## src/design/abe_pkg.sv

```systemverilog
// Shared types, constants and helpers for the allocation bitmap engine.
package abe_pkg;

  localparam int MAP_WORDS_DEFAULT = 1024;
  localparam int FIELD_WORDS       = 1024;

  localparam logic [31:0] ALL_ONES = 32'hFFFF_FFFF;
  localparam logic [4:0]  BIT_MASK = 5'h1F;

  localparam logic [10:0] WORD_COUNT_RESET = 11'd1024;
  localparam logic [0:0]  REG_WORD_COUNT   = 1'b0;

  typedef enum logic [1:0] {
    MODE_FIND_SET = 2'd0,
    MODE_FIND_CLR = 2'd1,
    MODE_SET_RUN  = 2'd2,
    MODE_CLR_RUN  = 2'd3
  } mode_t;

  typedef enum logic [1:0] {
    ST_CLEAR,
    ST_IDLE,
    ST_WALK,
    ST_DONE
  } state_t;

  // MSB-first index of the first set bit; v must be nonzero
  function automatic logic [4:0] lead_pos(input logic [31:0] v);
    logic [4:0] p;
    p = 5'd31;
    for (int i = 0; i < 32; i++) begin
      if (v[i]) begin
        p = 5'(31 - i);
      end
    end
    return p;
  endfunction

endpackage

```

## src/design/abe_regs.sv

```systemverilog
// Configuration register block behind the APB-style port.
module abe_regs (
  input  logic        clk,
  input  logic        rst_n,
  input  logic        cfg_psel,
  input  logic        cfg_penable,
  input  logic        cfg_pwrite,
  input  logic [2:0]  cfg_paddr,
  input  logic [31:0] cfg_pwdata,
  output logic [31:0] cfg_prdata,
  output logic        cfg_pready,
  output logic [10:0] word_count
);
  import abe_pkg::*;

  logic [10:0] word_count_r;
  logic [10:0] word_count_nxt;
  logic        wr_en;
  logic        sel_wc;

  assign sel_wc = (cfg_paddr[2] == REG_WORD_COUNT);
  assign wr_en  = cfg_psel && cfg_penable && cfg_pwrite && cfg_pready;

  always_comb begin
    word_count_nxt = word_count_r;
    if (wr_en && sel_wc) begin
      word_count_nxt = cfg_pwdata[10:0];
    end
  end

  always_ff @(posedge clk) begin
    if (!rst_n) begin
      word_count_r <= WORD_COUNT_RESET;
    end else begin
      word_count_r <= word_count_nxt;
    end
  end

  assign cfg_pready = 1'b1;
  assign cfg_prdata = sel_wc ? {21'd0, word_count_r} : 32'd0;
  assign word_count = word_count_r;

endmodule

```

## config.mk

```make
export PLATFORM = sky130hd
export DESIGN_NAME = abe_regs
export DESIGN_NICKNAME = d
export VERILOG_FILES = /design/src/design/abe_pkg.sv /design/src/design/abe_regs.sv
export SDC_FILE = /design/constraint.sdc
export NUM_CORES = 1
export LEC_CHECK = 0
export ABC_AREA = 0
export CORE_ASPECT_RATIO = 1.5
export CORE_MARGIN = 1
export CORE_UTILIZATION = 35
export DETAILED_ROUTE_END_ITERATION = 7
export DONT_BUFFER_PORTS = 1
export SYNTH_ARGS = -nofsm -noshare
export SYNTH_HDL_FRONTEND = slang
export SYNTH_SLANG_ARGS = --single-unit
```

## constraint.sdc

```tcl
create_clock -name clk -period 0.8 [get_ports clk]
set_input_delay 0.08 -clock clk [delete_from_list [all_inputs] [get_ports clk]]
set_output_delay 0.08 -clock clk [all_outputs]
set_load 0.05 [all_outputs]
```

==> metrics.txt, run 1 <==
global placement routability congestion 0.595; Synth top area share 0.312; Sequential Power Share 0.378; DIE WIDTH 38.7 um; vias 611; XOR/XNOR Fraction of Synth Area 0; R2R depth 4; Starting Density 0.381; status finished, violations left; Gate power share 0.357; final cell count without fillers 144; Switch Pwr 0.548 mW; P_leak 0.584 nW; met2 WL 1010 um; register clock-pin slew on the reported worst setup and hold paths 0.07 ns; H-tree Lvls 1; Synth area leader dfxtp_1; Pwr Total 1.43 mW; synth top area cells dfxtp_1 31%, buf_4 23%, mux2i_1 16%; grt ovf 0; failing checks hold timing, setup timing; Core Util, Final 0.750; Post-Synth Simple-Gate Area 0.242; Hold Crit Class in2reg; Final Worst Setup Slack -0.197 ns; CTS hold repair buffers 6; WL final 1700 um; hold depth 2; Cell Rows 19; WL met1 566 um; FILL cells 132; I/O pin count 84; Routed wire per std cell 11.8 um; WP data arrival 0.92 ns; layout cells sized above 1 0.561; uppermost routed layer met4; final hold slack -0.0627 ns; Max Transition Viols Final 0; Setup crit start kind register; dpl cell area 1070 sq um; synth cell count leaders 22 x buf_4, 20 x nand2_1, 12 x nor2b_1; clock root buffer master clkbuf_4; compound-gate portion of the synthesized area 0; Yosys cell types 11; Yosys reg bits 11; placed cells 120; Sink Count 11; Post-DRT Antenna Nets 0; most common cell in the netlist buf_4; met3 WL 105 um; clock tree buffer depth 2; core area 1850 sq um; Synth Cell Area 707 sq um; post-place setup slack -0.0727 ns; Iter 0 DRT Violations 6; Pint 0.879 mW; die height 57.0 um; main combinational cell family by area after synthesis buffers and inverters; first-pass GRT wire length 2370 um; sw frac 0.384; largest net degree at the start of global routing 23; I/O Buffers 0; Vias/cell 4.24; ys flop type dfxtp_1; Critical Path RT 0.72 ns; DP Wirelength 1090 um; Power Density 1030 nW/um^2; Nets 164; Mapped Cells 84; critical-path maximum fanout 2; post-route cell area 1390 sq um; kind of critical path reg2out; max cap viols 0; Die ar. 2210 sq um; initial antenna violation count 0; Post-Synth Adder-Cell Area 0; Clk pwr share 0.265; Fin. Hold Viols 10; Worst-Skew Late Latency 0.26 ns; Area Growth Syn to Fin 96.6%; Final period util 1.25; DRC 0; syn_area_per_cell 8.42 sq um; Setup Skew 0 ns; CTS tree yes; antenna cells 0; Achievable Freq 1.00 GHz; All-Layer GR Usage 0.153; setup TNS -3.52 ns; mux contribution to synthesized area 0.156; vias in the first global route 574; crit path time final 0.997 ns; CTS buffer count 3; number of flip-flops under the largest register name 11; Setup crit end kind primary output; Final setup viols 27; EDFF count, synth 0; register area share after synthesis 0.312; RSZ-0062 raised after global routing true; Syn. warnings 0; Detailed Routing Iterations Pass 1 2; Post-synth ARST share 0; Max IR drop VDD 770 uV
## logic make-up (layout without fill, tap and decap cells)
family / count (synthesis) / count (layout)
mux: 11 / 11
simple gates: 34 / 34
buf+inv: 26 / 45
flops: 11 / 11
other cells: 2 / 22
## layout by cell type (no fill, tap or decap)
| cell type | count |
|---|---|
| buf_8 | 6 |
| conb_1 | 22 |
| dlygate4sd3_1 | 6 |
| nand2_1 | 12 |
| buf_6 | 13 |
| nand2_2 | 6 |
| buf_12 | 15 |
| and4b_4 | 1 |
| clkbuf_1 | 1 |
| buf_4 | 1 |
| and2b_4 | 1 |
| nor2b_1 | 2 |
| nor2b_4 | 10 |
| clkbuf_4 | 3 |
| dfxtp_4 | 11 |
| nand2_4 | 2 |
| mux2i_1 | 11 |
## per-layer routing
| metal | vias up | global-route usage |
|---|---|---|
| met2 | 32 | 0.286 |
| met5 | - | 0 |
| met4 | 0 | 0.0887 |
| li1 | 293 | - |
| met1 | 284 | 0.151 |
| met3 | 2 | 0.0117 |
## final cells by class
type	count	area [sq um]	area share
multi-input combinational	67	472	0.339
sequential	11	262	0.188
clock buffer	4	26.3	0.0189
tap	21	26.3	0.0189
timing repair buffer	41	604	0.435
## power groups by stage
stage / logic (mW) / clock network [mW] / registers (mW)
3_5_place_dp: 0.433 / 0 / 0.555
2_1_floorplan: 0.432 / 0 / 0.595
5_1_grt: 0.527 / 0.415 / 0.541
6_report: 0.509 / 0.379 / 0.539
3_3_place_gp: 0.430 / 0 / 0.553
4_1_cts: 0.493 / 0.395 / 0.538
## worst paths after layout
path                       from             to  slack, ns
setup / recovery  word_count[3]  cfg_prdata[3]      -0.20
hold / removal            rst_n  word_count[2]      -0.06
setup reg to reg  word_count[3]  word_count[3]      -0.01
hold reg to reg   word_count[8]  word_count[8]       0.50
## critical path, stage by stage (launching register included)
cell     delay [ns]
dfxtp_4        0.35
nor2b_4        0.16
buf_12         0.14
## repair_timing
item                       in CTS  in global routing
pin swaps                       0                  3
setup endpoints to repair      22                 30
gates resized for setup        20                 16
setup buffers                  12                  3
cloned                          0                  0
hold endpoints to repair       10                 10
(Power assumes the default switching activity.)
==> run 2, diff against run 1 <==
--- a/config.mk
+++ b/config.mk
@@ -11,6 +11,7 @@
 export CORE_UTILIZATION = 35
 export DETAILED_ROUTE_END_ITERATION = 7
 export DONT_BUFFER_PORTS = 1
+export PLACE_DENSITY_LB_ADDON = 0.15
 export SYNTH_ARGS = -nofsm -noshare
 export SYNTH_HDL_FRONTEND = slang
 export SYNTH_SLANG_ARGS = --single-unit
==> run 2 against run 1 <==
Compared with the run above:
- the flow still finishes with violations (hold timing, setup timing)
- count of clock-buffer cells in the layout is the same
- sequential share of layout area grew 2.4 points
- fmax is essentially flat
- design area shrank 12%
- routed wire length shrank 9.8%
- setup slack is essentially flat
- clock power shrank 6.3%
- largest cell class unchanged
==> metrics.txt, run 2 (same netlist as run 1, synthesis figures left out) <==
clock tree buffer depth 2; final hold slack -0.0428 ns; Achievable Freq 1.00 GHz; RSZ-0062 raised after global routing true; register clock-pin slew on the reported worst setup and hold paths 0.06 ns; I/O Buffers 0; Power Density 1120 nW/um^2; Nets 157; reg-to-reg startpoint word_count[7]; Worst-Skew Late Latency 0.25 ns; Die ar. 2210 sq um; DRC 0; first-pass GRT wire length 2100 um; Final Worst Setup Slack -0.197 ns; antenna cells 0; Final period util 1.25; CTS tree yes; setup TNS -2.86 ns; Top delay family on crit path flip-flops; Area Growth Syn to Fin 74.0%; Fin. Hold Viols 10; Routed wire per std cell 11.2 um; Bufs and invs on worst path 1; status finished, violations left; die height 57.0 um; Sink Count 11; WL final 1530 um; All-Layer GR Usage 0.132; WP data arrival 0.92 ns; Critical Path RT 0.72 ns; I/O pin count 84; CP Cell Sequence nor2b_4, buf_12; cell at the slowest stage of the critical path dfxtp_4; most frequent cells in the layout 22 x conb_1, 20 x nand2_1, 11 x mux2i_1, 11 x dfxtp_4; H-tree Lvls 1; grt ovf 0; failing checks hold timing, setup timing; DIE WIDTH 38.7 um; core area 1850 sq um; P_leak 0.501 nW; Hold Crit Class in2reg; Max Transition Viols Final 0; Setup crit start kind register; Final setup viols 22; post-route cell area 1230 sq um; Cell Rows 19; Detailed Routing Iterations Pass 1 1; placed cells 120; max incr delay on CP 0.36 ns; Pwr Total 1.37 mW; Vias/cell 4.24; critical-path maximum fanout 3; clock root buffer master clkbuf_4; post-place setup slack -0.0827 ns; number of flip-flops under the largest register name 11; global placement routability congestion 0.577; vias 581; largest net degree at the start of global routing 23; CTS buffer count 3; DP Wirelength 1030 um; crit path time final 0.997 ns; Post-DRT Antenna Nets 0; max cap viols 0; dpl cell area 1010 sq um; Crit. Startpoint word_count[4]; kind of critical path reg2out; Core Util, Final 0.663; vias in the first global route 496; Max IR drop VDD 835 uV; initial antenna violation count 0; Setup crit end kind primary output; Hold Path Origin rst_n; Iter 0 DRT Violations 0; Starting Density 0.381; final cell count without fillers 137; Setup Skew 0 ns; layout cells sized above 1 0.440; most common cell after layout, fill and taps aside conb_1
-- run 2: changes by cell type in the layout (fill, tap and decap cells not counted), sizes merged --
cell / change
dlygate4sd3: +3
buf: -10
-- run 2: cell type report --
class | count | area, sq um
Clock buffer | 4 | 26.3
Fill cell | 154 | 624
Timing Repair Buffer | 34 | 474
Multi-Input combinational cell | 67 | 442
Tap cell | 21 | 26.3
Sequential cell | 11 | 262
-- run 2: worst paths after layout --
path,depth (start not counted),end,slack (ns)
min reg2reg,2,word_count[3],0.49
max,2,cfg_prdata[4],-0.20
max reg2reg,3,word_count[7],0.12
min,2,word_count[3],-0.04
-- run 2: metal layers --
| layer | GRT usage | vias up | share of wire |
|---|---|---|---|
| li1 | - | 279 | - |
| met1 | 0.135 | 266 | 0.36 |
| met2 | 0.240 | 34 | 0.57 |
| met3 | 0.0467 | 2 | 0.065 |
| met4 | 0.0296 | 0 | 0.0059 |
| met5 | 0 | - | 0 |
-- run 2: report_power, final --
| group | switching, mW | leakage, nW | total, mW | internal, mW |
|---|---|---|---|---|
| clock network | 0.163 | 0.0150 | 0.355 | 0.192 |
| logic | 0.342 | 0.389 | 0.475 | 0.133 |
| registers | 0.0114 | 0.0968 | 0.543 | 0.531 |
-- run 2: what timing repair did --
item / 4_1_cts / 5_1_grt
hold buffers: 7 / 2
setup buffers: 1 / 3
hold endpoints to repair: 10 / 10
resized for setup: 11 / 8
endpoints found under the setup margin: 22 / 22
cloned: 0 / 0
