[src/design/abe_pkg.sv]
// Shared types, constants and helpers for the allocation bitmap engine.
package abe_pkg;

  localparam int MAP_WORDS_DEFAULT = 1024;
  localparam int FIELD_WORDS       = 1024;

  localparam logic [31:0] ALL_ONES = 32'hFFFF_FFFF;
  localparam logic [4:0]  BIT_MASK = 5'h1F;

  localparam logic [10:0] WORD_COUNT_RESET = 11'd1024;
  localparam logic [0:0]  REG_WORD_COUNT   = 1'b0;

  typedef enum logic [1:0] {
    MODE_FIND_SET = 2'd0,
    MODE_FIND_CLR = 2'd1,
    MODE_SET_RUN  = 2'd2,
    MODE_CLR_RUN  = 2'd3
  } mode_t;

  typedef enum logic [1:0] {
    ST_CLEAR,
    ST_IDLE,
    ST_WALK,
    ST_DONE
  } state_t;

  // MSB-first index of the first set bit; v must be nonzero
  function automatic logic [4:0] lead_pos(input logic [31:0] v);
    logic [4:0] p;
    p = 5'd31;
    for (int i = 0; i < 32; i++) begin
      if (v[i]) begin
        p = 5'(31 - i);
      end
    end
    return p;
  endfunction

endpackage

[src/design/abe_ctrl.sv]
// Request sequencer: clearing pass, word walk over the bitmap RAM, result register.
module abe_ctrl #(
  parameter int MAP_WORDS = abe_pkg::MAP_WORDS_DEFAULT,
  parameter int ADDR_W    = (MAP_WORDS > 1) ? $clog2(MAP_WORDS) : 1
) (
  input  logic              clk,
  input  logic              rst_n,
  input  logic [10:0]       word_count,
  input  logic              in_valid,
  output logic              in_ready,
  input  abe_pkg::mode_t    in_mode,
  input  logic [14:0]       in_offset,
  input  logic [15:0]       in_count,
  output logic              out_valid,
  input  logic              out_ready,
  output logic              out_found,
  output logic [14:0]       out_position,
  output logic [15:0]       out_bits_done,
  output logic              ram_we,
  output logic [ADDR_W-1:0] ram_waddr,
  output logic [31:0]       ram_wdata,
  output logic [ADDR_W-1:0] ram_raddr,
  input  logic [31:0]       ram_rdata
);
  import abe_pkg::*;

  localparam int          LIMIT      = (MAP_WORDS < FIELD_WORDS) ? MAP_WORDS : FIELD_WORDS;
  localparam logic [10:0] LIMIT_W    = 11'(LIMIT);
  localparam logic [ADDR_W-1:0] LAST_ADDR = ADDR_W'(MAP_WORDS - 1);

  state_t            state_r, state_nxt;
  logic [ADDR_W-1:0] clr_addr_r, clr_addr_nxt;
  mode_t             mode_r, mode_nxt;
  logic [9:0]        ev_w_r, ev_w_nxt;
  logic [9:0]        stop_w_r, stop_w_nxt;
  logic              first_r, first_nxt;
  logic [4:0]        first_bit_r, first_bit_nxt;
  logic [4:0]        end_bit_r, end_bit_nxt;
  logic              res_found_r, res_found_nxt;
  logic [14:0]       res_pos_r, res_pos_nxt;
  logic [15:0]       res_done_r, res_done_nxt;
  logic              out_valid_r, out_valid_nxt;
  logic              out_found_r, out_found_nxt;
  logic [14:0]       out_pos_r, out_pos_nxt;
  logic [15:0]       out_done_r, out_done_nxt;

  logic [10:0] region;
  logic [15:0] total;
  logic        off_ok;
  logic [15:0] room;
  logic [15:0] take;
  logic [15:0] end_pos;
  logic        accept;
  logic        is_run;
  logic        go;
  logic [31:0] head;
  logic [31:0] tail;
  logic [31:0] sv;
  logic        hit;
  logic        last_w;
  logic        out_free;
  logic [9:0]  rd_word;
  logic [ADDR_W+9:0] rd_wide;
  logic [ADDR_W+9:0] wr_wide;

  assign region  = (word_count > LIMIT_W) ? LIMIT_W : word_count;
  assign total   = {region, 5'd0};
  assign off_ok  = {1'b0, in_offset} < total;
  assign room    = total - {1'b0, in_offset};
  assign take    = (in_count < room) ? in_count : room;
  assign end_pos = {1'b0, in_offset} + take - 16'd1;
  assign is_run  = in_mode[1];
  assign go      = off_ok && (!is_run || (in_count != 16'd0));
  assign accept  = in_valid && in_ready;

  assign head   = first_r ? (ALL_ONES >> first_bit_r) : ALL_ONES;
  assign last_w = (ev_w_r == stop_w_r);
  assign tail   = last_w ? ~(ALL_ONES >> ({1'b0, end_bit_r} + 6'd1)) : ALL_ONES;
  assign sv     = ((mode_r == MODE_FIND_CLR) ? ~ram_rdata : ram_rdata) & head;
  assign hit    = (sv != 32'd0);
  assign out_free = !out_valid_r || out_ready;

  // next state and datapath
  always_comb begin
    state_nxt     = state_r;
    clr_addr_nxt  = clr_addr_r;
    mode_nxt      = mode_r;
    ev_w_nxt      = ev_w_r;
    stop_w_nxt    = stop_w_r;
    first_nxt     = first_r;
    first_bit_nxt = first_bit_r;
    end_bit_nxt   = end_bit_r;
    res_found_nxt = res_found_r;
    res_pos_nxt   = res_pos_r;
    res_done_nxt  = res_done_r;
    out_valid_nxt = out_valid_r && !out_ready;
    out_found_nxt = out_found_r;
    out_pos_nxt   = out_pos_r;
    out_done_nxt  = out_done_r;
    case (state_r)
      ST_CLEAR: begin
        clr_addr_nxt = clr_addr_r + 1'b1;
        if (clr_addr_r == LAST_ADDR) begin
          state_nxt = ST_IDLE;
        end
      end
      ST_IDLE: begin
        if (accept) begin
          mode_nxt      = in_mode;
          ev_w_nxt      = in_offset[14:5];
          first_nxt     = 1'b1;
          first_bit_nxt = in_offset[4:0] & BIT_MASK;
          end_bit_nxt   = end_pos[4:0];
          stop_w_nxt    = is_run ? end_pos[14:5] : 10'(region - 11'd1);
          res_found_nxt = 1'b0;
          res_pos_nxt   = '0;
          res_done_nxt  = (is_run && go) ? take : 16'd0;
          state_nxt     = go ? ST_WALK : ST_DONE;
        end
      end
      ST_WALK: begin
        if (!mode_r[1] && hit) begin
          res_found_nxt = 1'b1;
          res_pos_nxt   = {ev_w_r, lead_pos(sv)};
          state_nxt     = ST_DONE;
        end else if (last_w) begin
          state_nxt = ST_DONE;
        end else begin
          ev_w_nxt  = ev_w_r + 10'd1;
          first_nxt = 1'b0;
        end
      end
      ST_DONE: begin
        if (out_free) begin
          out_valid_nxt = 1'b1;
          out_found_nxt = res_found_r;
          out_pos_nxt   = res_pos_r;
          out_done_nxt  = res_done_r;
          state_nxt     = ST_IDLE;
        end
      end
      default: begin
        state_nxt = ST_IDLE;
      end
    endcase
  end

  // RAM and handshake outputs
  always_comb begin
    in_ready  = 1'b0;
    ram_we    = 1'b0;
    ram_wdata = '0;
    rd_word   = ev_w_r + 10'd1;
    wr_wide   = {{ADDR_W{1'b0}}, ev_w_r};
    ram_waddr = wr_wide[ADDR_W-1:0];
    case (state_r)
      ST_CLEAR: begin
        ram_we    = 1'b1;
        ram_waddr = clr_addr_r;
      end
      ST_IDLE: begin
        in_ready = 1'b1;
        rd_word  = in_offset[14:5];
      end
      ST_WALK: begin
        ram_we    = mode_r[1];
        ram_wdata = (mode_r == MODE_SET_RUN) ? (ram_rdata | (head & tail))
                                             : (ram_rdata & ~(head & tail));
      end
      default: begin
      end
    endcase
    rd_wide   = {{ADDR_W{1'b0}}, rd_word};
    ram_raddr = rd_wide[ADDR_W-1:0];
  end

  always_ff @(posedge clk) begin
    if (!rst_n) begin
      state_r     <= ST_CLEAR;
      clr_addr_r  <= '0;
      out_valid_r <= 1'b0;
    end else begin
      state_r     <= state_nxt;
      clr_addr_r  <= clr_addr_nxt;
      out_valid_r <= out_valid_nxt;
    end
  end

  always_ff @(posedge clk) begin
    mode_r      <= mode_nxt;
    ev_w_r      <= ev_w_nxt;
    stop_w_r    <= stop_w_nxt;
    first_r     <= first_nxt;
    first_bit_r <= first_bit_nxt;
    end_bit_r   <= end_bit_nxt;
    res_found_r <= res_found_nxt;
    res_pos_r   <= res_pos_nxt;
    res_done_r  <= res_done_nxt;
    out_found_r <= out_found_nxt;
    out_pos_r   <= out_pos_nxt;
    out_done_r  <= out_done_nxt;
  end

  assign out_valid     = out_valid_r;
  assign out_found     = out_found_r;
  assign out_position  = out_pos_r;
  assign out_bits_done = out_done_r;

  a_walk_bound: assert property (@(posedge clk) disable iff (!rst_n)
    (state_r == ST_WALK) |-> (ev_w_r <= stop_w_r))
    else $error("word walk ran past its last word");

  a_write_src: assert property (@(posedge clk) disable iff (!rst_n)
    ram_we |-> ((state_r == ST_CLEAR) || ((state_r == ST_WALK) && mode_r[1])))
    else $error("bitmap written outside clear pass or run update");

  a_accept_leaves: assert property (@(posedge clk) disable iff (!rst_n)
    accept |=> (state_r == ST_WALK) || (state_r == ST_DONE))
    else $error("accepted word did not start work");

  a_out_src: assert property (@(posedge clk) disable iff (!rst_n)
    (out_valid_r && !$past(out_valid_r && !out_ready)) |-> $past(state_r == ST_DONE))
    else $error("result appeared without a finished request");

endmodule
[config.mk]
export PLATFORM = sky130hd
export DESIGN_NAME = abe_ctrl
export DESIGN_NICKNAME = d
export VERILOG_FILES = /design/src/design/abe_pkg.sv /design/src/design/abe_ctrl.sv
export SDC_FILE = /design/constraint.sdc
export NUM_CORES = 1
export LEC_CHECK = 0
export ABC_AREA = 0
export BUFFER_PORTS_ARGS = -buffer_cell sky130_fd_sc_hd__buf_2
export CAP_MARGIN = 40
export CORE_ASPECT_RATIO = 1.1
export CORE_MARGIN = 4
export CORE_UTILIZATION = 60
export CTS_CLUSTER_DIAMETER = 200
export DETAILED_ROUTE_END_ITERATION = 12
export PLACE_DENSITY = 0.95
export SYNTH_ARGS = -nofsm -noshare
export SYNTH_HDL_FRONTEND = slang
export SYNTH_SLANG_ARGS = --single-unit
[constraint.sdc]
create_clock -name clk -period 18.56 [get_ports clk]
set_clock_uncertainty 0.1 [all_clocks]
set_input_delay 1.856 -clock clk [delete_from_list [all_inputs] [get_ports clk]]
set_output_delay 1.856 -clock clk [all_outputs]
set_load 0.01 [all_outputs]
==> summary.md <==
| Metric | Value |
|---|---|
| Outcome | finished, final reports clean |
| Post-synth cell types | 74 |
| Syn Nets | 1,152 |
| Share of the synthesized area in the top cell type | 0.327 |
| Via count | 8,347 |
| R2r endpoint | ev_w_r[2] |
| Routed wire length per instance | 19.3 µm |
| Worst Hold Depth | 0 |
| Worst hold slack | 322 ps |
| Vias in the first global route | 7,946 |
| Full die area | 16,900 µm² |
| Initial antenna violation count | 0 |
| Most frequent cells in the layout | buf_2 (166), nor2_1 (123), a21oi_1 (97), edfxtp_1 (97), inv_1 (65) |
| Final setup margin | 8890 ps |
| Number of flops mapped to enable cells by yosys | 97 |
| Hold buffer count at cts | 0 |
| Clock Root Buffer | clkbuf_16 |
| DP Worst Slack | 8640 ps |
| Row count | 46 |
| TritonRoute pass-1 iters | 6 |
| DRT antenna net count | 0 |
| Port-buffer cells | 166 |
| Slew @ Worst Pin | 916 ps |
| Mux cell area share after synthesis | 0.0621 |
| Clk_lat worst skew | 350 ps |
| Share of cells above drive strength 1 | 0.194 |
| Mean post-synth cell area | 8.82 µm² |
| Worst EP required | 18,540 ps |
| Num Clock Sinks | 110 |
| RePlAce Congestion | 0.968 |
| Max-Slew Margin vs Limit | 0.388 |
| Final core occ | 0.703 |
| CTS clk-pin slew, worst paths | 70 ps |
| Final setup viols | 0 |
| Leakage power | 4.39 nW |
| CTS Buf Count | 9 |
| Slew Limit Fails | 0 |
| Crit path DAT | 9660 ps |
| Cell accounting for the most synthesized area | edfxtp_1 |
| Critical path launch point type | input port |
| Worst hold path endpoint | out_bits_done[8] |
| Residual DRC | 0 |
| Synth Area in Adders | 0.0864 |
| CP dominant cell by count | ha_1 |
| Die Span X | 124 µm |
| Post-synthesis register bit count | 110 |
| Main combinational cell family by area after synthesis | simple AND/OR/NAND/NOR gates |
| Main area contributors after synthesis | edfxtp_1 (33%), ha_1 (8.4%), xnor2_1 (5.8%) |
| Core Area | 14,500 µm² |
| Slowest CP cell | nand2_1 |
| Max capacitance violation total | 0 |
| Syn Inst Count | 1,011 |
| GRT overflow | 0 |
| # resized after CTS | 0 |
| FF-to-FF Start | mode_r[1] |
| Setup TNS | 0 ps |
| PwrDens | 112 nW/µm² |
| Critical Path End Type | register |
| CTS H-tree lvls | 3 |
| Hold_sp | res_done_r[8] |
| Most common cell after layout, fill and taps aside | buf_2 |
| Worst hold path class | reg2reg |
| Endpoints failing hold | 0 |
| GRT Overall Usage | 0.299 |
| Via-per-instance ratio | 6.21 |
| Synth Area in XOR/XNOR | 0.0863 |
| Initial core utilization | 0.615 |
| Worst path max stage delay | 810 ps |
| Setup CP Type | in2reg |
| Mapped Area | 8920 µm² |
| Nets | 1,288 |
| Die Span Y | 136 µm |
| Layout area overhead | 14.3% |
| Crit path from | word_count[4] |
| Design Power | 1.15 mW |
| Critical path buffer and inverter count | 3 |
| Final HPWL DP | 19,700 µm |
| Pin count of the biggest net entering global routing | 39 |
| Fin crit share | 0.521 |
| Async set-reset flop share out of synthesis | 0 |
| Ant. Diodes | 0 |
| Routed WL | 25,900 µm |
| Synthesis warning total | 0 |
| Clock tree buffer depth | 2 |
| Sequential share of the synthesized area | 0.356 |
| First-pass GRT wire length | 40,800 µm |
| Post-CTS Setup Bufs | 0 |
| Delay-heaviest family, CP | compound AO/OA/AOI/OAI gates |
| FF-to-FF setup slack | 14,760 ps |
| CTS tree | built |
| Post-Synth Simple-Gate Area | 0.182 |
| Max VDD drop | 81.7 µV |
| R2R cell count | 10 |
| Largest fanout on the critical path | 28 |
| Max Clk Rate | 0.103 GHz |
| RSZ-0062 raised after global routing | no |
| Main synth FF type | edfxtp_1 |
| DRT iter0 DRCs | 979 |
| Post-layout minimum cycle time | 9670 ps |
| # IOs | 167 |
| Compound-gate portion of the synthesized area | 0.175 |
[sequential cells by signal, indices dropped and copies added (netlist names)]
register       cells
clr_addr_r        10
end_bit_r          5
ev_w_r            10
first_bit_r        5
first_r            1
mode_r             2
out_bits_done     16
out_found          1
out_position      15
out_valid          1
res_done_r        16
res_found_r        1
res_pos_r         15
state_r            2
stop_w_r          10
[worst register-to-register path, delay by kind of cell, from the launching register on]
| family | cells | cell delay, ps |
|---|---|---|
| XOR/XNOR | 1 | 200 |
| buffers and inverters | 2 | 720 |
| flip-flops | 1 | 570 |
| AO/OA/AOI/OAI | 4 | 800 |
| AND/OR/NAND/NOR | 3 | 1130 |
[worst max path at each step]
stage | endpoint | slack [ps] | cells after the start
floorplan | stop_w_r[9] | 9990 | 31
finish | stop_w_r[9] | 8890 | 32
detailed placement | stop_w_r[9] | 8640 | 32
global placement | stop_w_r[9] | 9130 | 32
global route | stop_w_r[9] | 8230 | 32
CTS | stop_w_r[9] | 9040 | 32
[per-stage QoR]
stage | instances | cell area (µm²)
after floorplan | 1011 | 8920
after global placement | 1323 | 9840
after detailed placement | 1328 | 9910
after CTS | 1344 | 10200
after global routing | 1344 | 10200
final | 1344 | 10200
[metal layers]
layer	GRT usage	vias up	routed length, µm
li1	-	3905	-
met3	0.0519	101	2060
met5	0	-	0
met1	0.369	3833	10100
met4	0.143	0	1250
met2	0.511	508	12500
[area by class of cell]
| class | count | area (µm²) |
|---|---|---|
| Fill cell | 1125 | 4310 |
| Sequential cell | 110 | 3170 |
| Inverter | 68 | 255 |
| Clock inverter | 7 | 63.8 |
| Tap cell | 192 | 240 |
| Timing Repair Buffer | 175 | 933 |
| Clock buffer | 9 | 225 |
| Multi-Input combinational cell | 783 | 5310 |
[cells by family (layout without fill, tap and decap cells)]
group / count (synthesis) / count (layout)
mux: 54 / 54
buf+inv: 118 / 259
fa+ha+maj: 61 / 61
simple gates: 328 / 328
flops: 110 / 110
compound gates: 253 / 253
xor+xnor: 87 / 87
[power breakdown]
group / total [mW] / internal (mW) / switching [mW]
sequential: 0.398 / 0.345 / 0.0527
clock: 0.188 / 0.0940 / 0.0935
combinational: 0.561 / 0.225 / 0.335
total: 1.15 / 0.665 / 0.481
[Yosys cell counts, types with 10 or more instances]
cell type	n
nor2b_1	16
nor4_1	10
o21ai_0	45
clkbuf_1	36
nand3_1	29
a21o_1	10
nor3_1	18
mux2i_1	43
xor2_1	27
nor2_1	123
buf_2	11
and2_1	23
dfxtp_1	13
mux2_2	11
inv_1	65
edfxtp_1	97
nand2_1	48
xnor2_1	59
ha_1	60
a21oi_1	97
o211ai_1	12
nand4_1	13
Note: power is estimated with default switching activity, not from simulation.
